==> config.mk <==
export PLATFORM = sky130hd
export DESIGN_NAME = stts_cell
export DESIGN_NICKNAME = d
export VERILOG_FILES = /design/src/rtl/stts_pkg.sv /design/src/rtl/stts_cell.sv
export SDC_FILE = /design/constraint.sdc
export NUM_CORES = 1
export LEC_CHECK = 0
export ABC_AREA = 1
export BUFFER_PORTS_ARGS = -buffer_cell sky130_fd_sc_hd__buf_2
export CELL_PAD_IN_SITES_DETAIL_PLACEMENT = 1
export CELL_PAD_IN_SITES_GLOBAL_PLACEMENT = 1
export CORE_MARGIN = 4
export CORE_UTILIZATION = 35
export CTS_BUF_LIST = sky130_fd_sc_hd__clkbuf_8
export CTS_CLUSTER_SIZE = 16
export DETAILED_ROUTE_END_ITERATION = 7
export HOLD_SLACK_MARGIN = 0.15
export PLACE_DENSITY = 0.85
export SYNTH_ARGS = -nofsm -noshare
export SYNTH_HDL_FRONTEND = slang
export SYNTH_SLANG_ARGS = --single-unit
==> constraint.sdc <==
create_clock -name aclk -period 7.4 [get_ports aclk]
set_input_delay 1.48 -clock aclk [delete_from_list [all_inputs] [get_ports aclk]]
set_output_delay 1.48 -clock aclk [all_outputs]
set_load 0.03 [all_outputs]
==> src/rtl/stts_pkg.sv <==
// Shared types, constants and helpers for the sorted trigger-time scheduler.
// No dependencies; imported by stts_cell, stts_div and the top level.
`default_nettype none

package stts_pkg;

    // Field widths
    localparam int TIME_W   = 48;
    localparam int VALUE_W  = 32;
    localparam int RATE_W   = 19;
    localparam int REMAIN_W = 7;
    localparam int REQ_W    = 2;
    localparam int CFG_W    = 2;
    localparam int PROD_W   = VALUE_W - 1 + RATE_W;  // non-negative value times rate

    // Time format
    localparam int FRACTION_BITS = 16;

    // Millisecond conversion divider
    localparam int MS_DIVISOR = 1000;
    localparam int DREM_W     = 10;

    // Storage default
    localparam int LIST_DEPTH_DEF = 64;

    // Configuration port
    localparam int ADDR_W = 4;
    localparam int APB_W  = 32;

    typedef enum logic [1:0] {
        REG_MODE        = 2'd0,
        REG_TIME_MODE   = 2'd1,
        REG_UNITS       = 2'd2,
        REG_SAMPLE_RATE = 2'd3
    } reg_idx_t;

    typedef enum logic [REQ_W-1:0] {
        REQ_BEGIN = 2'd0,
        REQ_VALUE = 2'd1,
        REQ_END   = 2'd2,
        REQ_TICK  = 2'd3
    } req_t;

    localparam logic [CFG_W-1:0] MODE_REPLACE = 2'd0;
    localparam logic [CFG_W-1:0] MODE_APPEND  = 2'd2;

    localparam logic [CFG_W-1:0] TM_ABSOLUTE = 2'd0;
    localparam logic [CFG_W-1:0] TM_RELATIVE = 2'd1;
    localparam logic [CFG_W-1:0] TM_INTERVAL = 2'd2;

    localparam logic [CFG_W-1:0] UNITS_SAMPLES = 2'd0;
    localparam logic [CFG_W-1:0] UNITS_MS      = 2'd1;
    localparam logic [CFG_W-1:0] UNITS_SECONDS = 2'd2;

    localparam logic [CFG_W-1:0]  MODE_RST      = MODE_REPLACE;
    localparam logic [CFG_W-1:0]  TIME_MODE_RST = TM_INTERVAL;
    localparam logic [CFG_W-1:0]  UNITS_RST     = UNITS_MS;
    localparam logic [RATE_W-1:0] RATE_RST      = 19'd44100;

    localparam logic [TIME_W-1:0] ONE_SAMPLE = TIME_W'(1) << FRACTION_BITS;

    // Command broadcast to every cell of the list
    typedef struct packed {
        logic              ins;    // sorted insert of t
        logic              shift;  // drop head, move all toward cell 0
        logic [TIME_W-1:0] t;      // time under insertion
    } stts_cmd_t;

    function automatic logic [TIME_W-1:0] sat_add(input logic [TIME_W-1:0] a,
                                                  input logic [TIME_W-1:0] b);
        logic [TIME_W:0] s;
        s = {1'b0, a} + {1'b0, b};
        return s[TIME_W] ? {TIME_W{1'b1}} : s[TIME_W-1:0];
    endfunction

    function automatic logic [TIME_W-1:0] sat_wide(input logic [PROD_W-1:0] p);
        return (|p[PROD_W-1:TIME_W]) ? {TIME_W{1'b1}} : p[TIME_W-1:0];
    endfunction

endpackage

`default_nettype wire

==> src/rtl/stts_cell.sv <==
// One cell of the sorted time list: holds one entry, compares it to the
// broadcast time and takes a neighbor's entry on insert or shift. Uses stts_pkg.
`default_nettype none

module stts_cell
    import stts_pkg::*;
(
    input  wire logic              aclk,
    input  wire stts_cmd_t         cmd,
    input  wire logic              ins_ok,
    input  wire logic              valid,
    input  wire logic              prev_lt,
    input  wire logic [TIME_W-1:0] prev_time,
    input  wire logic [TIME_W-1:0] next_time,
    output logic      [TIME_W-1:0] time_q,
    output logic                   lt,
    output logic                   eq
);

    logic [TIME_W-1:0] time_reg;

    assign lt     = valid && (time_reg < cmd.t);
    assign eq     = valid && (time_reg == cmd.t);
    assign time_q = time_reg;

    // Keep if smaller than t; take t at the insertion point; else move up.
    always_ff @(posedge aclk) begin
        if (cmd.ins && ins_ok) begin
            if (lt) begin
                time_reg <= time_reg;
            end else if (prev_lt) begin
                time_reg <= cmd.t;
            end else begin
                time_reg <= prev_time;
            end
        end else if (cmd.shift) begin
            time_reg <= next_time;
        end
    end

endmodule

`default_nettype wire

Word level (Yosys, flattened, before mapping)
Cells that the tools add are included.
{"block": "classes", "addsub": 0, "multipliers": 0, "div": 0, "order_cmp": 1, "n_eq_ne": 2, "n_shift": 0, "muxes": 4, "n_bitwise": 0, "n_reduce_logical": 5}
{"operator": "$mux 48", "count": 4}
{"operator": "$eq 48x48->1", "count": 1}
{"operator": "$lt 48x48->1", "count": 1}
{"operator": "$logic_and 1x1->1", "count": 3}
{"operator": "$ne 2x2->1 const B", "count": 1}
{"operator": "$reduce_and 2->1", "count": 1}
{"operator": "$reduce_bool 2->1", "count": 1}
{"block": "word_totals", "ff_bits": 48, "latch_bits": 0, "ram_bits": 0, "romBits": 0, "input_bits": 150, "output_inout_bits": 50, "elab_cells": 13, "n_memories": 0}

Longest topological paths before layout
{"block": "logic_depth", "ltp_word": 4, "depth_mapped": 15, "depth_no_buf": 15}

Least setup slack after synthesis
Ideal clock, no wire load.
{"block": "synth_timing", "path_type": "input -> output", "start": "in cmd[39] in the netlist's numbering", "end": "out eq", "arrival_ns": 2.901, "slack_ns": 3.019, "cell_stages": 8, "n_path_buf": 0, "cell_sequence": "inv_1 ha_1 nand2_2 nor2_4 nand4_2 nor2_2 inv_1 nor3_1"}
{"block": "synth_between", "elab_chain_len": 2}
{"item": "start: declaration", "line": "stts_cell.sv:9", "rtl": "input wire stts_cmd_t cmd,"}
{"item": "$eq 48x48->1", "line": "stts_cell.sv:23", "rtl": "assign eq = valid && (time_reg == cmd.t);"}
{"item": "$logic_and 1x1->1", "line": "stts_cell.sv:23"}
{"item": "end: declaration", "line": "stts_cell.sv:17", "rtl": "output logic eq"}
No other way between the ends.

Final worst setup path
{"block": "layout_timing", "start": "in cmd[15] in the netlist's numbering", "end": "out eq"}
The elaborated chain is that of the path after synthesis.

==> summary.md <==
| Metric | Value |
|---|---|
| Critical Path Fanout Max | 3 |
| Largest family of logic cells by synthesized area | simple AND/OR/NAND/NOR gates |
| Complex-gate fraction of the synthesized area | 0.162 |
| Logic pwr share | 0.351 |
| Port bufs | 199 |
| Final global-route overflow total | 0 |
| HPWL after detailed placement | 9.75 mm |
| Power density cells | 157 nW/um^2 |
| Initial Util | 0.361 |
| Leak | 2.59 nW |
| Vias in the first global route | 4252 |
| Worst-Skew Late Latency | 0.30 ns |
| Max rail drop VDD | 0.0722 mV |
| Seq/Total Area, Yosys | 0.385 |
| Htree depth | 2 |
| Total number of vias | 3950 |
| Slew HR | 0.196 |
| Cell accounting for the most synthesized area | edfxtp_1 |
| Total of max-cap violations | 0 |
| Synth Flop Type | edfxtp_1 |
| Setup TNS | 0 ns |
| Post-DP Area | 4830 sq um |
| Post-cts resize count | 0 |
| CTS Sinks | 48 |
| Global placement routability congestion | 0.825 |
| Clk slew on worst S/H paths | 0.10 ns |
| CTS tree | done |
| Cell count after placement | 801 |
| Layout area overhead | 31.0% |
| Max-slew violations | 0 |
| Detailed Route Iter0 Violations | 181 |
| Post-Route WL | 12.4 mm |
| Post-Synth XOR/XNOR Area | 0 |
| Yosys cell types | 26 |
| Final setup vio count | 0 |
| Number of synthesized register bits | 48 |
| Most instantiated library cell after synthesis | a21oi_1 |
| Syn nets | 683 |
| Final Hold Viols | 0 |
| WL/cell | 15.4 um |
| EDFF count, synth | 48 |
| P_int | 0.000494 W |
| Die H | 111 um |
| Layout cells sized above 1 | 0.338 |
| CTS buffer count | 5 |
| Fraction of registers with async set/reset | 0 |
| Startpoint types | input port |
| Die width | 111 um |
| Initial antenna violation count | 0 |
| Clock power frac | 0.199 |
| Fmax | 226 MHz |
| Post-route clock period utilization | 0.598 |
| HP Class | in2reg |
| Non-Filler Instances | 808 |
| Clk Tree Root Cell | clkbuf_8 |
| Via density per instance | 4.89 |
| Yosys warning count | 0 |
| Critical Path RT | 5.92 ns |
| Top cell family by delay on the critical path | simple AND/OR/NAND/NOR gates |
| Post-synthesis mux area share | 0 |
| Final nets | 870 |
| Critical-path top delay cell | nor3_1 |
| Post-synthesis adder-cell area fraction | 0.160 |
| Critical path's largest stage delay | 0.36 ns |
| Yosys top cell area share | 0.385 |
| Post-Syn Area | 3750 sq um |
| Fill cell count | 1385 |
| Net Sw Power | 0.000276 W |
| Antenna-violating nets left | 0 |
| Design area | 4910 sq um |
| Post-CTS Hold Buffers | 0 |
| Total iterations of the first detailed-routing run | 6 |
| Sw Ratio | 0.359 |
| CP cell instances | buf_2 -> inv_1 -> ha_1 -> nand2_1 -> nor3_1 -> nand4_1 -> nor3_1 -> buf_2 |
| # IOs | 200 |
| Post-CTS setup buffer count | 0 |
| Status | finished, final reports clean |
| Synthesized area per cell | 7.72 sq um |
| CP Capture Type | output port |
| First-pass GRT wire length | 19.9 mm |
| Mapped Cells | 485 |
| Minimum clock period | 4.42 ns |
| Share of power burned in registers | 0.450 |
| Die area | 12400 sq um |
| Ant. Diodes | 0 |
| Critical path data arrival time | 2.94 ns |
| Buf/Inv on CP | 3 |
| Rows | 37 |
| Final Util | 0.473 |
| RSZ-0062 raised after global routing | false |
| Critical path type | in2out |
| GRT Overall Usage | 0.193 |
| Max clock buf depth | 2 |
| Pin count of the biggest net entering global routing | 51 |
| Ranking of synthesized cells by area | edfxtp_1 (38%), ha_1 (16%), a21oi_1 (15%) |
| Skew final | 0.0101 ns |
| DR DRC count | 0 |
| Worst-margin pin slew | 1.20 ns |
| Top cells by count, synth | a21oi_1 (115), nand2_1 (104), nor2_1 (59) |
| Max FFs per register | 48 |
| Core box area | 10400 sq um |
| Simple-gate area share of the yosys netlist | 0.203 |
==> power by group through the flow <==
stage,clock network (W),registers [W],logic (W)
2_1_floorplan,0,0.000399,0.000120
3_3_place_gp,0,0.000351,0.000263
3_5_place_dp,0,0.000353,0.000275
4_1_cts,0.000163,0.000347,0.000277
5_1_grt,0.000170,0.000349,0.000306
6_report,0.000153,0.000346,0.000271
==> cells by family (layout without fill, tap and decap cells) <==
group / Yosys count / after routing
buffers and inverters: 85 / 272
AND/OR/NAND/NOR: 184 / 184
adder cells (fa/ha/maj): 48 / 48
flip-flops: 48 / 48
AO/OA/AOI/OAI: 120 / 120
==> stage by stage <==
stage               power, W  setup slack [ns]  hold slack (ns)
finish              0.000770              2.98             1.49
detailed placement  0.000628              2.96             1.81
global route        0.000825              2.78             1.49
floorplan           0.000520              3.02             1.71
CTS                 0.000787              2.96             1.48
global placement    0.000614              3.01             1.80
==> cell type report <==
| class | count | area (sq um) | area share |
|---|---|---|---|
| Clock inverter | 2 | 8.76 | 0.00178 |
| Sequential cell | 48 | 1440 | 0.294 |
| Tap cell | 136 | 170 | 0.0347 |
| Clock buffer | 5 | 68.8 | 0.0140 |
| Timing Repair Buffer | 200 | 1000 | 0.204 |
| Multi-Input combinational cell | 352 | 1970 | 0.402 |
| Inverter | 65 | 244 | 0.0497 |
==> routing by layer <==
layer | up-vias | part of all wire | track usage
li1 | 1978 | - | -
met1 | 1848 | 0.39 | 0.207
met2 | 116 | 0.54 | 0.384
met3 | 8 | 0.059 | 0.0446
met4 | 0 | 0.010 | 0.0381
met5 | - | 0 | 0
==> cells in the final DEF, fill, tap and decap left out <==
cell type,n
a21o_1,1
a21oi_1,115
and3_1,1
buf_2,199
buf_4,1
clkbuf_8,5
clkinv_2,1
edfxtp_1,48
ha_1,48
inv_1,58
inv_2,8
nand2_1,102
nand2_2,7
nand3_1,3
nand3_2,1
nand3b_1,1
nand4_1,2
nand4_2,1
nor2_1,59
nor2_2,1
nor2_4,2
nor3_1,3
nor3_2,1
o21a_1,1
o21ai_0,2
o21ai_1,1
==> path summary, 6_finish.rpt <==
path                   startpoint              endpoint  slack (ns)  cells after the start
max                       cmd[15]                    eq        2.98                      8
min                 next_time[35]  time_q[35]$_DFFE_PP_        1.49                      3
max reg2reg  time_q[15]$_DFFE_PP_   time_q[6]$_DFFE_PP_        4.54                      9
min reg2reg  time_q[32]$_DFFE_PP_  time_q[42]$_DFFE_PP_        2.01                      7
==> tightest hold or removal path, stage by stage <==
cell,delay (ns)
buf_2,0.07
nor2_1,0.03
a21oi_1,0.09
Power figures use the tool's default switching activity.
