### config.mk
export PLATFORM = sky130hd
export DESIGN_NAME = stts_div
export DESIGN_NICKNAME = d
export VERILOG_FILES = /design/src/rtl/stts_pkg.sv /design/src/rtl/stts_div.sv
export SDC_FILE = /design/constraint.sdc
export NUM_CORES = 1
export LEC_CHECK = 0
export BUFFER_PORTS_ARGS = -buffer_cell sky130_fd_sc_hd__buf_2
export CORE_UTILIZATION = 50
export CTS_BUF_LIST = sky130_fd_sc_hd__clkbuf_8
export CTS_CLUSTER_DIAMETER = 80
export DETAILED_ROUTE_END_ITERATION = 16
export PLACE_DENSITY = 0.68
export SLEW_MARGIN = 10
export SYNTH_ARGS = -nofsm -noshare
export SYNTH_HDL_FRONTEND = slang
export SYNTH_SLANG_ARGS = --single-unit
### constraint.sdc
create_clock -name aclk -period 9 [get_ports aclk]
set_clock_uncertainty 0.15 [all_clocks]
set_input_delay 1.35 -clock aclk [delete_from_list [all_inputs] [get_ports aclk]]
set_output_delay 1.35 -clock aclk [all_outputs]
set_load 0.01 [all_outputs]
### src/rtl/stts_pkg.sv
// Shared types, constants and helpers for the sorted trigger-time scheduler.
// No dependencies; imported by stts_cell, stts_div and the top level.
`default_nettype none

package stts_pkg;

    // Field widths
    localparam int TIME_W   = 48;
    localparam int VALUE_W  = 32;
    localparam int RATE_W   = 19;
    localparam int REMAIN_W = 7;
    localparam int REQ_W    = 2;
    localparam int CFG_W    = 2;
    localparam int PROD_W   = VALUE_W - 1 + RATE_W;  // non-negative value times rate

    // Time format
    localparam int FRACTION_BITS = 16;

    // Millisecond conversion divider
    localparam int MS_DIVISOR = 1000;
    localparam int DREM_W     = 10;

    // Storage default
    localparam int LIST_DEPTH_DEF = 64;

    // Configuration port
    localparam int ADDR_W = 4;
    localparam int APB_W  = 32;

    typedef enum logic [1:0] {
        REG_MODE        = 2'd0,
        REG_TIME_MODE   = 2'd1,
        REG_UNITS       = 2'd2,
        REG_SAMPLE_RATE = 2'd3
    } reg_idx_t;

    typedef enum logic [REQ_W-1:0] {
        REQ_BEGIN = 2'd0,
        REQ_VALUE = 2'd1,
        REQ_END   = 2'd2,
        REQ_TICK  = 2'd3
    } req_t;

    localparam logic [CFG_W-1:0] MODE_REPLACE = 2'd0;
    localparam logic [CFG_W-1:0] MODE_APPEND  = 2'd2;

    localparam logic [CFG_W-1:0] TM_ABSOLUTE = 2'd0;
    localparam logic [CFG_W-1:0] TM_RELATIVE = 2'd1;
    localparam logic [CFG_W-1:0] TM_INTERVAL = 2'd2;

    localparam logic [CFG_W-1:0] UNITS_SAMPLES = 2'd0;
    localparam logic [CFG_W-1:0] UNITS_MS      = 2'd1;
    localparam logic [CFG_W-1:0] UNITS_SECONDS = 2'd2;

    localparam logic [CFG_W-1:0]  MODE_RST      = MODE_REPLACE;
    localparam logic [CFG_W-1:0]  TIME_MODE_RST = TM_INTERVAL;
    localparam logic [CFG_W-1:0]  UNITS_RST     = UNITS_MS;
    localparam logic [RATE_W-1:0] RATE_RST      = 19'd44100;

    localparam logic [TIME_W-1:0] ONE_SAMPLE = TIME_W'(1) << FRACTION_BITS;

    // Command broadcast to every cell of the list
    typedef struct packed {
        logic              ins;    // sorted insert of t
        logic              shift;  // drop head, move all toward cell 0
        logic [TIME_W-1:0] t;      // time under insertion
    } stts_cmd_t;

    function automatic logic [TIME_W-1:0] sat_add(input logic [TIME_W-1:0] a,
                                                  input logic [TIME_W-1:0] b);
        logic [TIME_W:0] s;
        s = {1'b0, a} + {1'b0, b};
        return s[TIME_W] ? {TIME_W{1'b1}} : s[TIME_W-1:0];
    endfunction

    function automatic logic [TIME_W-1:0] sat_wide(input logic [PROD_W-1:0] p);
        return (|p[PROD_W-1:TIME_W]) ? {TIME_W{1'b1}} : p[TIME_W-1:0];
    endfunction

endpackage

`default_nettype wire

### src/rtl/stts_div.sv
// Divider by the millisecond constant: long division in 16-bit digits, each digit
// found by a reciprocal multiplication and then a remainder fold. Uses stts_pkg.
`default_nettype none

module stts_div
    import stts_pkg::*;
(
    input  wire logic              aclk,
    input  wire logic              aresetn,
    input  wire logic              start,
    input  wire logic [PROD_W-1:0] dividend,
    output logic      [PROD_W-1:0] quotient,
    output logic                   done
);

    localparam int DIGIT_W  = 16;
    localparam int N_DIGITS = (PROD_W + DIGIT_W - 1) / DIGIT_W;
    localparam int PAD_W    = N_DIGITS * DIGIT_W;
    localparam int X_W      = DREM_W + DIGIT_W;        // remainder and one digit
    localparam int RECIP_SH = X_W + DREM_W;
    localparam int RECIP_W  = X_W + 1;
    localparam int MP_W     = X_W + RECIP_W;
    localparam int CNT_W    = $clog2(N_DIGITS + 1);

    // ceil(2^RECIP_SH / divisor): exact floor quotient for every partial below 2^X_W
    localparam logic [RECIP_W-1:0] RECIP =
        RECIP_W'(((64'd1 << RECIP_SH) + 64'(MS_DIVISOR) - 64'd1) / 64'(MS_DIVISOR));

    logic [PAD_W-1:0]   num_reg;
    logic [PAD_W-1:0]   quo_reg;
    logic [DREM_W-1:0]  rem_reg;
    logic [MP_W-1:0]    mp_reg;
    logic [CNT_W-1:0]   cnt_reg;
    logic               phase_reg;   // 0: multiply, 1: fold the remainder
    logic               busy_reg;
    logic               done_reg;
    logic [X_W-1:0]     part;
    logic [DIGIT_W-1:0] digit_q;
    logic [X_W-1:0]     back;

    assign part     = {rem_reg, num_reg[PAD_W-1 -: DIGIT_W]};
    assign digit_q  = mp_reg[RECIP_SH +: DIGIT_W];
    assign back     = X_W'(digit_q) * X_W'(MS_DIVISOR);
    assign quotient = quo_reg[PROD_W-1:0];
    assign done     = done_reg;

    always_ff @(posedge aclk) begin
        if (!aresetn) begin
            busy_reg  <= 1'b0;
            done_reg  <= 1'b0;
            phase_reg <= 1'b0;
            cnt_reg   <= '0;
        end else begin
            done_reg <= 1'b0;
            if (start) begin
                num_reg   <= PAD_W'(dividend);
                quo_reg   <= '0;
                rem_reg   <= '0;
                cnt_reg   <= CNT_W'(N_DIGITS);
                phase_reg <= 1'b0;
                busy_reg  <= 1'b1;
            end else if (busy_reg) begin
                if (!phase_reg) begin
                    mp_reg    <= MP_W'(part) * MP_W'(RECIP);
                    phase_reg <= 1'b1;
                end else begin
                    quo_reg   <= {quo_reg[PAD_W-DIGIT_W-1:0], digit_q};
                    rem_reg   <= DREM_W'(part - back);
                    num_reg   <= {num_reg[PAD_W-DIGIT_W-1:0], {DIGIT_W{1'b0}}};
                    cnt_reg   <= cnt_reg - CNT_W'(1);
                    phase_reg <= 1'b0;
                    if (cnt_reg == CNT_W'(1)) begin
                        busy_reg <= 1'b0;
                        done_reg <= 1'b1;
                    end
                end
            end
        end
    end

endmodule

`default_nettype wire

After elaboration in Yosys (flattened, before gate mapping)
Index checks and enable logic that the tools add are counted.
{ "totals": {"ff_bits": 182, "in_bits": 53, "wordCells": 43} }
{ "classes": {"n_addsub": 2, "n_mul": 2, "eq_ne": 1, "n_mux": 16, "bitwise_logic": 4, "n_reduce_logical": 8} }
{ "ops": {"columns": ["op", "count"], "rows": [
  ["50-bit two-way mux", 3],
  ["64-bit two-way mux", 2],
  ["26-bit by 27-bit multiplier with 52-bit output (second input constant)", 1],
  ["10-bit two-way mux", 2],
  ["16-bit by 7-bit multiplier with 7-bit output (second input constant)", 1],
  ["10-bit subtractor", 1],
  ["3-bit two-way mux", 3],
  ["1-bit two-way mux", 6],
  ["1-bit NOT", 4],
  ["2-bit AND reduction", 2],
  ["4-bit AND reduction", 1],
  ["2-bit nonzero test", 2],
  ["4-bit OR reduction", 1],
  ["3-bit by 1-bit equality test with 1-bit output (second input constant)", 1],
  ["3-bit AND reduction", 1],
  ["3-bit by 1-bit subtractor with 3-bit output (second input constant)", 1],
  ["2-bit OR reduction", 1]
]} }

Longest topological paths before layout
Gate-level depths: netlist (run 1).
{ "depth": {"ltp_word": 5, "depth_mapped": 24, "ltp_nobuf": 24} }

Worst setup path after synthesis (run 1)
OpenSTA, ideal clock, no wires.
{ "synth_path": {"kind": "register to register", "start": "register num_reg[63]", "end": "register mp_reg[44], data pin", "setup_ps": 268, "arrival_time_ps": 5891, "required_ps": 8582, "slack_ps": 2691, "stages_incl_launch_ff": 23, "n_path_buf": 0, "synth_period_minus_slack_ps": 6309, "cell_sequence": "edfxtp_1 inv_1 ha_1 fa_1 inv_1 fa_1 inv_1 fa_1 inv_1 fa_1 fa_1 inv_1 fa_1 inv_1 ha_1 a211o_1 a21oi_2 a211o_2 o221ai_2 o2111ai_4 nand2_4 a2111oi_2 nor3_1"} }
{ "synth_between": {"elab_chain_cells": 1} }
{ "synth_rtl": {"columns": ["element", "line", "source"], "rows": [
  ["start, declared", "stts_div.sv:29", "logic [PAD_W-1:0] num_reg;"],
  ["start signal, assigned", "stts_div.sv:56", "num_reg <= PAD_W'(dividend);"],
  ["start signal, assigned", "stts_div.sv:69", "num_reg <= {num_reg[PAD_W-DIGIT_W-1:0], {DIGIT_W{1'b0}}};"],
  ["26-bit by 27-bit multiplier with 52-bit output", "stts_div.sv:64", "mp_reg <= MP_W'(part) * MP_W'(RECIP);"],
  ["end signal, assigned", "stts_div.sv:64", null],
  ["end, declared", "stts_div.sv:32", "logic [MP_W-1:0] mp_reg;"]
]} }
Every way passes these cells.
A chain may end at the register's enable or synchronous reset.

Worst setup path in the final report (run 1)
{ "layout_path": {"start": "register num_reg[57]", "end": "register mp_reg[39], data pin"} }
The elaborated chain is that of the path after synthesis.

==> qor.yml, run 1 <==
setup.worst_path.start: "num_reg[57]"
worstHoldStart: "cnt_reg[2]"
setup_viol: 0
initial_core_util_pct: 50.8
status: "completed"
top_level_ports: 104
rsz0062_at_grt: "no"
first_global_vias: 10900
r2r_setup_slack_ps: 1800
netlist_area_um2: 16500
n_antenna_cell: 0
drtAntennaViolNets: 0
drc: 0
cts_setup_buffers: 0
cts-root-buf: "clkbuf_8"
die_y_um: 184
synth_cells: 1457
portBuffers: 103
async_reset_ff_share_pct: 0
synth_area_leaders: "fa_1, edfxtp_1, ha_1"
fin_setup_tns_ps: 0
grt_use_total_pct: 22.3
drv_cap: 0
cts_max_path_buffers: 2
yosysMostFrequentCell: "inv_1"
die_w_um: 184
cts_resized: 0
wl_um: 35400
arrival_ps: 7270
ys_ff_latch: 146
period_needed_ps: 7200
hold_class: "reg2reg"
tightestPinTransition_ps: 840
yosysWarnings: 0
clk_pin_slew_ps: 100
nets: 2123
fmax_ghz: 0.139
cts_hold_buffers: 0
routedWlPerCell_um: 17.5
first_iter_violations: 692
antenna_found_initial: 0
syn_to_final_growth_pct: 8.90
vias: 10200
synthFlopType: "edfxtp_1"
worstSetupPathType: "reg2reg"
worstPathRequired_ps: 9060
maxSlewViolCount: 0
grt_overflow: 0
cts_sinks: 146
synthTopCellsByCount: "inv_1, ha_1, fa_1"
via_per_inst: 5.05
dr.pass1.iters: 5
drive_above_1_share_pct: 12.2
synth_area_per_cell_um2: 11.3
crit_path_end_kind: "flip-flop"
synthesis.nets: 2013
gp_congestion: 0.927
fin_crit_sh_pct: 80.0
worstPathMaxFanout: 10
grt_start_max_net_pins: 69
ys_types: 55
largest_reg_flops: 64
core_area_um2: 32500
synth_edf_count: 140
hold_viol_final: 0
netlist.area_leader.share_pct: 26.2
grt_pass1_wl_um: 57100
yosysSeqAreaShare_pct: 26.2
crit_path_start_kind: "flip-flop"
synth_top_cell_by_area: "fa_1"
slew-limit-headroom_pct: 44.0
die_area_um2: 33700
dp_hpwl_um: 29800
r2r-start: "num_reg[57]"
h-tree-depth: 4
cts_tree: "yes"
clk_latency_ps: 460
rows: 66
cts_buffers: 17
[layout by cell type, fill, tap and decap left out, types with 11 or more instances in the layout]
cell type,instances
inv_1,410
ha_1,287
fa_1,216
edfxtp_1,140
buf_2,102
nor2b_1,69
nor2_1,34
mux2_2,34
a21oi_1,33
xnor2_1,26
o21ai_0,22
nand2_1,21
a21o_1,20
and2_1,17
clkbuf_8,17
a211oi_1,12
nor3_1,11
[per-stage QoR]
step | hold slack, ps | worst slack, ps | std cells | area [µm²] | util, %
floorplan | 282 | 2690 | 1457 | 16500 | -
global placement | 315 | 1810 | 1990 | 17500 | 54.0
detailed placement | 314 | 1810 | 1990 | 17500 | 54.0
CTS | 343 | 1820 | 2022 | 17900 | 55.3
global route | 372 | 1560 | 2022 | 17900 | 55.3
finish | 329 | 1800 | 2022 | 17900 | 55.3
[worst paths after layout]
path | cells past startpoint | to
worst min register to register | 1 | done
worst max-delay path | 20 | mp_reg[39]
worst max register to register | 20 | mp_reg[39]
worst min-delay path | 1 | done
[critical path, cell delays in order (launching register included)]
cell and delay (ps):
edfxtp_1 770, inv_1 180, ha_1 380, fa_1 540, fa_1 440, fa_1 520
fa_1 550, inv_1 50, fa_1 470, inv_1 50, fa_1 480, inv_1 40
ha_1 330, nand4_1 170, or2_2 330, or3_1 310, o21ai_0 80, a211oi_1 80
o31ai_1 660, a221oi_1 230, xnor2_1 160
[cells by family after synthesis]
family / count (synthesis) / share of synthesized area (%)
AO/OA/AOI/OAI: 127 / 5.65
XOR/XNOR: 29 / 1.54
multiplexers: 35 / 2.38
adder cells (fa/ha/maj): 503 / 48.0
AND/OR/NAND/NOR: 192 / 6.47
flip-flops: 146 / 26.2
buffers and inverters: 425 / 9.68
[metal layers]
metal	routed length (µm)	global-route usage, %
met5	0	0
met4	671	5.63
met3	1980	4.99
met2	16600	35.5
met1	16200	30.8
[cell type report]
type,instances,area (µm²)
repair buffers,106,541
multi-input cells,886,10600
flip-flops and latches,146,4320
clock inverters,15,183
inverters,410,1540
clock buffers,17,234
well taps,442,553
fillers,2797,14500
Power of run 1 is left out: the tool's default activity adds up to more than one toggle a clock period on the data nets, which glitch-free logic cannot reach.
==> run 2: changes to the inputs <==
--- a/config.mk
+++ b/config.mk
@@ -5,12 +5,13 @@
 export SDC_FILE = /design/constraint.sdc
 export NUM_CORES = 1
 export LEC_CHECK = 0
+export ABC_AREA = 1
 export BUFFER_PORTS_ARGS = -buffer_cell sky130_fd_sc_hd__buf_2
 export CORE_UTILIZATION = 50
 export CTS_BUF_LIST = sky130_fd_sc_hd__clkbuf_8
 export CTS_CLUSTER_DIAMETER = 80
 export DETAILED_ROUTE_END_ITERATION = 16
-export PLACE_DENSITY = 0.68
+export PLACE_DENSITY = 0.7
 export SLEW_MARGIN = 10
 export SYNTH_ARGS = -nofsm -noshare
 export SYNTH_HDL_FRONTEND = slang
==> constraint.sdc (replaced) <==
create_clock -name aclk -period 6 [get_ports aclk]
set_clock_uncertainty 0.15 [all_clocks]
set_input_delay 0.9 -clock aclk [delete_from_list [all_inputs] [get_ports aclk]]
set_output_delay 0.9 -clock aclk [all_outputs]
set_load 0.01 [all_outputs]
==> run 2 against run 1 <==
Non-clock buffer count rose by 101. Synthesized cell count rose by 38%. Synthesized area rose by 8.3%. Core utilization rose by 4.0 points. Global-route usage rose by 5.5 points. Critical path depth rose by 3. Count of clock-buffer cells in the layout did not move. Register-to-register slack got worse by 1700 ps. Final area rose by 15%. Sequential share of layout area fell by 3.1 points. Worst hold slack improved by 12 ps. Largest cell class unchanged.
==> qor.yml, run 2 <==
h-tree-depth: 4  # unchanged
r2r-start: "num_reg[61]"  # was num_reg[57]
yosysSeqAreaShare_pct: 24.2  # was 26.2%
arrival_ps: 5930  # was 7270 ps
async_reset_ff_share_pct: 0  # unchanged
fin_crit_sh_pct: 97.9  # was 80.0%
cts-root-buf: "clkbuf_8"  # unchanged
min_to: "phase_reg"  # was done
grt_overflow: 0  # unchanged
layout_common_cells: "inv_1, nand2_1, ha_1"  # was inv_1, ha_1, fa_1
clk_latency_ps: 470  # was 460 ps
rows: 68  # was 66
synth_edf_count: 140  # unchanged
dp.cells: 2630  # was 1990
worstPathRequired_ps: 6060  # was 9060 ps
grt_pass1_wl_um: 75500  # was 57100 µm
synth_top_cell_by_area: "fa_1"  # unchanged
whs_path_depth: 2  # was 1
crit_path_end_kind: "flip-flop"  # unchanged
die_area_um2: 36400  # was 33700 µm²
layout_commonest_cell: "inv_1"  # unchanged
crit_path_start_kind: "flip-flop"  # unchanged
hold_viol_final: 0  # unchanged
die_w_um: 191  # was 184 µm
antenna_found_initial: 1  # was 0
yosysMostFrequentCell: "inv_1"  # unchanged
cts_max_path_buffers: 2  # unchanged
netlist.area_leader.share_pct: 24.2  # was 26.2%
wl_um: 48000  # was 35400 µm
first_iter_violations: 891  # was 692
netlist_area_um2: 17800  # was 16500 µm²
r2r_end: "mp_reg[51]"  # was mp_reg[39]
via_per_inst: 4.98  # was 5.05
nets: 2771  # was 2123
n_antenna_cell: 0  # unchanged
die_y_um: 191  # was 184 µm
fillCellCount: 3073  # was 2797
r2r_cells: 23  # was 20
synth_area_per_cell_um2: 8.89  # was 11.3 µm²
fmax_ghz: 0.170  # was 0.139 GHz
max_stage_delay_ps: 560  # was 770 ps
synthesis.nets: 2562  # was 2013
syn_to_final_growth_pct: 15.6  # was 8.90%
cts_sinks: 146  # unchanged
top_level_ports: 104  # unchanged
grt_use_total_pct: 27.8  # was 22.3%
ys_ff_latch: 146  # unchanged
drv_cap: 0  # unchanged
worstHoldStart: "phase_reg"  # was cnt_reg[2]
period_needed_ps: 5870  # was 7200 ps
synthTopCellsByCount: "inv_1, nand2_1, ha_1"  # was inv_1, ha_1, fa_1
synth_cells: 2006  # was 1457
slew-limit-headroom_pct: 50.5  # was 44.0%
core_area_um2: 34800  # was 32500 µm²
hold_class: "reg2reg"  # unchanged
final_cells: 2683  # was 2022
grt_start_max_net_pins: 103  # was 69
routedWlPerCell_um: 17.9  # was 17.5 µm
dp_hpwl_um: 41200  # was 29800 µm
yosysWarnings: 0  # unchanged
gp_congestion: 0.982  # was 0.927
setup_viol: 0  # unchanged
synthFlopType: "edfxtp_1"  # unchanged
clk_pin_slew_ps: 100  # about the same
initial_core_util_pct: 51.3  # was 50.8%
synth_area_leaders: "fa_1, edfxtp_1, ha_1"  # unchanged
worstPathMaxFanout: 3  # was 10
first_global_vias: 14200  # was 10900
slowest_stage: "fa_1"  # was edfxtp_1
rsz0062_at_grt: "yes"  # was no
status: "completed"  # unchanged
ys_types: 33  # was 55
largest_reg_flops: 64  # unchanged
vias: 13400  # was 10200
post-route-util_pct: 59.3  # was 55.3%
dr.pass1.iters: 5  # unchanged
drc: 0  # unchanged
tightestPinTransition_ps: 743  # was 840 ps
maxSlewViolCount: 0  # unchanged
drtAntennaViolNets: 0  # unchanged
cts_tree: "yes"  # unchanged
worstSetupPathType: "reg2reg"  # unchanged
cts_hold_buffers: 0  # unchanged
r2r_setup_slack_ps: 130  # was 1800 ps
cts_buffers: 17  # unchanged
drive_above_1_share_pct: 17.6  # was 12.2%
portBuffers: 103  # unchanged
crit_chain: "ha_4, clkinvlp_4, fa_1, inv_2, fa_1, inv_2, fa_1, inv_2, fa_1, fa_1, inv_1, fa_1, inv_2, ha_4, nand2_4, o21ai_2, nand2_1, nand2_1, nand2_1, nand2_1, nand2_1, nand4_1, nand2_1"  # was inv_1, ha_1, fa_1, fa_1, fa_1, fa_1, inv_1, fa_1, inv_1, fa_1, inv_1, ha_1, nand4_1, or2_2, or3_1, o21ai_0, a211oi_1, o31ai_1, a221oi_1, xnor2_1
==> run 2: cell types whose count changed in the layout (fill, tap and decap cells not counted), sizes merged, moves of 34 or more <==
cell,change
nand2,+347
inv,+170
nor2,+129
buf,+101
nor2b,-69
a21oi,+34
mux2,-34
nand3,+34
==> run 2: cell families (layout without fill, tap and decap cells) <==
kind of cell / after synthesis / after routing / synth area share (%)
XOR/XNOR: 8 / 8 / 0.393
AO/OA/AOI/OAI: 131 / 131 / 3.91
buffers and inverters: 601 / 823 / 12.6
flip-flops: 146 / 146 / 24.2
AND/OR/NAND/NOR: 617 / 617 / 14.5
adder cells (fa/ha/maj): 503 / 503 / 44.4
==> run 2: through the flow <==
stage                     setup slack [ps]  hold slack, ps  cell area (µm²)  setup TNS, ps
after detailed placement             -98.2             330            19500           -349
after CTS                             1.65             344            19900              0
after global routing                 -81.9             383            20600           -727
after floorplan                        423             302            17800              0
final                                  129             341            20600              0
after global placement               -39.3             311            19500          -39.3
==> run 2: final cells by class <==
type	count	area, µm²	share of cell area (%)
multi-input cells	1259	11800	57.2
flip-flops and latches	146	4320	21.0
inverters	584	2200	10.6
repair buffers	207	1340	6.47
well taps	455	569	2.76
clock buffers	17	234	1.13
clock inverters	15	164	0.795
==> run 2: worst max path at each step <==
| stage | from | to | depth (start not counted) |
|---|---|---|---|
| CTS | num_reg[60] | mp_reg[41] | 21 |
| global placement | num_reg[63] | mp_reg[36] | 22 |
| detailed placement | num_reg[63] | mp_reg[36] | 22 |
| floorplan | num_reg[60] | mp_reg[40] | 22 |
| finish | num_reg[61] | mp_reg[51] | 23 |
| global route | num_reg[61] | mp_reg[41] | 22 |
==> run 2: per-layer routing <==
layer	track usage, %	up-vias	share of wire (%)
li1	-	6524	-
met1	37.1	6451	45
met2	45.3	322	47
met3	4.50	70	4.8
met4	10.7	2	3.5
met5	0	-	0.027
==> run 2: repair_timing <==
action / in CTS / in global routing
endpoints found under the setup margin: 16 / 16
endpoints found under the hold margin: 0 / 0
gates resized for setup: 2 / 148
pin swaps: 1 / 45
buffers inserted: 3 / 20
==> run 2: critical path, delay by kind of cell, from the launching register on <==
kind            cells  cell delay (ps)
simple gates        8              630
buf+inv             6              370
fa+ha+maj           8             3840
flops               1              460
compound gates      1              170
Power of run 2 is left out for the same reason.
==> run 3: changes to the inputs <==
--- a/config.mk
+++ b/config.mk
@@ -5,13 +5,12 @@
 export SDC_FILE = /design/constraint.sdc
 export NUM_CORES = 1
 export LEC_CHECK = 0
-export ABC_AREA = 1
 export BUFFER_PORTS_ARGS = -buffer_cell sky130_fd_sc_hd__buf_2
 export CORE_UTILIZATION = 50
 export CTS_BUF_LIST = sky130_fd_sc_hd__clkbuf_8
 export CTS_CLUSTER_DIAMETER = 80
 export DETAILED_ROUTE_END_ITERATION = 16
-export PLACE_DENSITY = 0.7
+export PLACE_DENSITY = 0.68
 export SLEW_MARGIN = 10
 export SYNTH_ARGS = -nofsm -noshare
 export SYNTH_HDL_FRONTEND = slang
==> run 3 against run 2 <==
The flow now finishes with violations (negative setup slack). First-iteration DRC count decreased by 29%. Fmax decreased by 10%. Flip-flop and latch count did not move. Routed wire length is 21% lower. Final area shrank 4.8%. Global-route usage shrank 4.3 points. Core utilization increased by 1.2 points. Non-clock buffer count is 74 higher. Sequential share of layout area up 1.1 points. Setup slack got worse by 660 ps. Critical path type unchanged. Critical endpoint is now mp_reg[46].
==> qor.yml, run 3 (synthesized netlist as in run 1, its figures left out) <==
cts-root-buf: "clkbuf_8"  # unchanged
cts_max_path_buffers: 2  # unchanged
worstPathRequired_ps: 6060  # about the same
syn_to_final_growth_pct: 19.1  # was 15.6%
max_stage_delay_ps: 570  # was 560 ps
largest_reg_flops: 64  # unchanged
clk_latency_ps: 460  # was 470 ps
crit_path_start_kind: "flip-flop"  # unchanged
first_global_vias: 11600  # was 14200
grt_overflow: 0  # unchanged
crit_path_end_kind: "flip-flop"  # unchanged
rsz0062_at_grt: "yes"  # unchanged
drc: 0  # unchanged
layout_common_cells: "inv_1, ha_1, fa_1"  # was inv_1, nand2_1, ha_1
fillCellCount: 2605  # was 3073
worstSetupPathType: "reg2reg"  # unchanged
crit_chain: "buf_4, ha_1, fa_1, fa_1, fa_1, fa_1, fa_1, inv_1, fa_1, inv_1, ha_1, and4_4, nand3_4, a211o_4, a2111oi_4, buf_4, o2111ai_4, buf_6, a21oi_4, nor4_1, nand3b_1"  # was ha_4, clkinvlp_4, fa_1, inv_2, fa_1, inv_2, fa_1, inv_2, fa_1, fa_1, inv_1, fa_1, inv_2, ha_4, nand2_4, o21ai_2, nand2_1, nand2_1, nand2_1, nand2_1, nand2_1, nand4_1, nand2_1
drive_above_1_share_pct: 24.7  # was 17.6%
grt_start_max_net_pins: 100  # was 103
worstPathMaxFanout: 4  # was 3
post-route-util_pct: 60.5  # was 59.3%
fin_crit_sh_pct: 109  # was 97.9%
hold_viol_final: 0  # unchanged
hold_class: "reg2reg"  # unchanged
h-tree-depth: 4  # unchanged
portBuffers: 103  # unchanged
cts_tree: "yes"  # unchanged
n_antenna_cell: 0  # unchanged
grt_pass1_wl_um: 60100  # was 75500 µm
dp_hpwl_um: 31900  # was 41200 µm
period_needed_ps: 6530  # was 5870 ps
top_level_ports: 104  # unchanged
antenna_found_initial: 2  # was 1
gp_congestion: 0.942  # was 0.982
initial_core_util_pct: 50.8  # was 51.3%
clk_pin_slew_ps: 100  # about the same
worst_path_most_repeated_cell: "fa_1"
core_area_um2: 32500  # was 34800 µm²
routedWlPerCell_um: 17.2  # was 17.9 µm
timing.final.ws_setup_ps: -534  # was 129 ps
vias: 10900  # was 13400
drv_cap: 0  # unchanged
cts_buffers: 17  # unchanged
arrival_ps: 6590  # was 5930 ps
tightestPinTransition_ps: 1060  # was 743 ps
nets: 2299  # was 2771
setup_viol: 16  # was 0
wl_um: 37800  # was 48000 µm
slowest_stage: "fa_1"  # unchanged
die_y_um: 184  # was 191 µm
via_per_inst: 4.95  # was 4.98
cts_sinks: 146  # unchanged
dr.pass1.iters: 5  # unchanged
grt_use_total_pct: 23.5  # was 27.8%
die_w_um: 184  # was 191 µm
drtAntennaViolNets: 0  # unchanged
rows: 66  # was 68
maxSlewViolCount: 0  # unchanged
fmax_ghz: 0.153  # was 0.170 GHz
first_iter_violations: 632  # was 891
layout_commonest_cell: "inv_1"  # unchanged
slew-limit-headroom_pct: 29.6  # was 50.5%
violations: "negative setup slack"
status: "complete, but fails checks"  # was completed
die_area_um2: 33700  # was 36400 µm²
## run 3: critical path: cells and delay by family (launching register included)
| kind | cells | cell delay [ps] |
|---|---|---|
| adders and majority gates | 8 | 3620 |
| AOI/OAI and AO/OA | 4 | 810 |
| buffers and inverters | 5 | 650 |
| and+or+nand+nor | 4 | 590 |
| DFF | 1 | 460 |
## run 3: per-stage QoR
step	area (µm²)	hold slack [ps]	setup slack [ps]	cells	TNS, ps
2_1_floorplan	16600	282	-194	1457	-1730
3_3_place_gp	18800	318	-467	2143	-6310
4_1_cts	19400	336	-466	2187	-5870
5_1_grt	19600	371	-701	2198	-9540
3_5_place_dp	18800	317	-507	2143	-6900
6_report	19600	330	-534	2198	-6520
## run 3: final timing paths
| path | start | slack (ps) | cells after the start | end |
|---|---|---|---|---|
| max | rem_reg[1] | -530 | 21 | mp_reg[46] |
| max reg2reg | rem_reg[1] | -530 | 21 | mp_reg[46] |
| min reg2reg | cnt_reg[2] | 330 | 1 | done |
| min | cnt_reg[2] | 330 | 1 | done |
## run 3: what timing repair did
item | CTS | global route
gates resized for setup | 40 | 36
pin swaps | 40 | 37
setup buffers | 11 | 11
setup endpoints to repair | 16 | 16
gates cloned | 1 | 0
hold buffers | 0 | 0
## run 3: metal layers
| layer | share of wire, % | track usage, % | wire [µm] |
|---|---|---|---|
| met1 | 45 | 32.3 | 17200 |
| met2 | 47 | 37.5 | 17700 |
| met3 | 5.5 | 5.07 | 2070 |
| met4 | 2.3 | 6.83 | 851 |
| met5 | 0.034 | 0 | 13 |
## run 3: layout make-up
class                      instances  area, µm²  share of cell area (%)
multi-input combinational        887      11000                    55.9
sequential                       146       4320                    22.0
timing repair buffer             281       1880                    9.56
inverter                         410       1540                    7.84
tap                              442        553                    2.82
clock buffer                      17        234                    1.19
clock inverter                    15        123                   0.625
Power of run 3 is left out for the same reason.
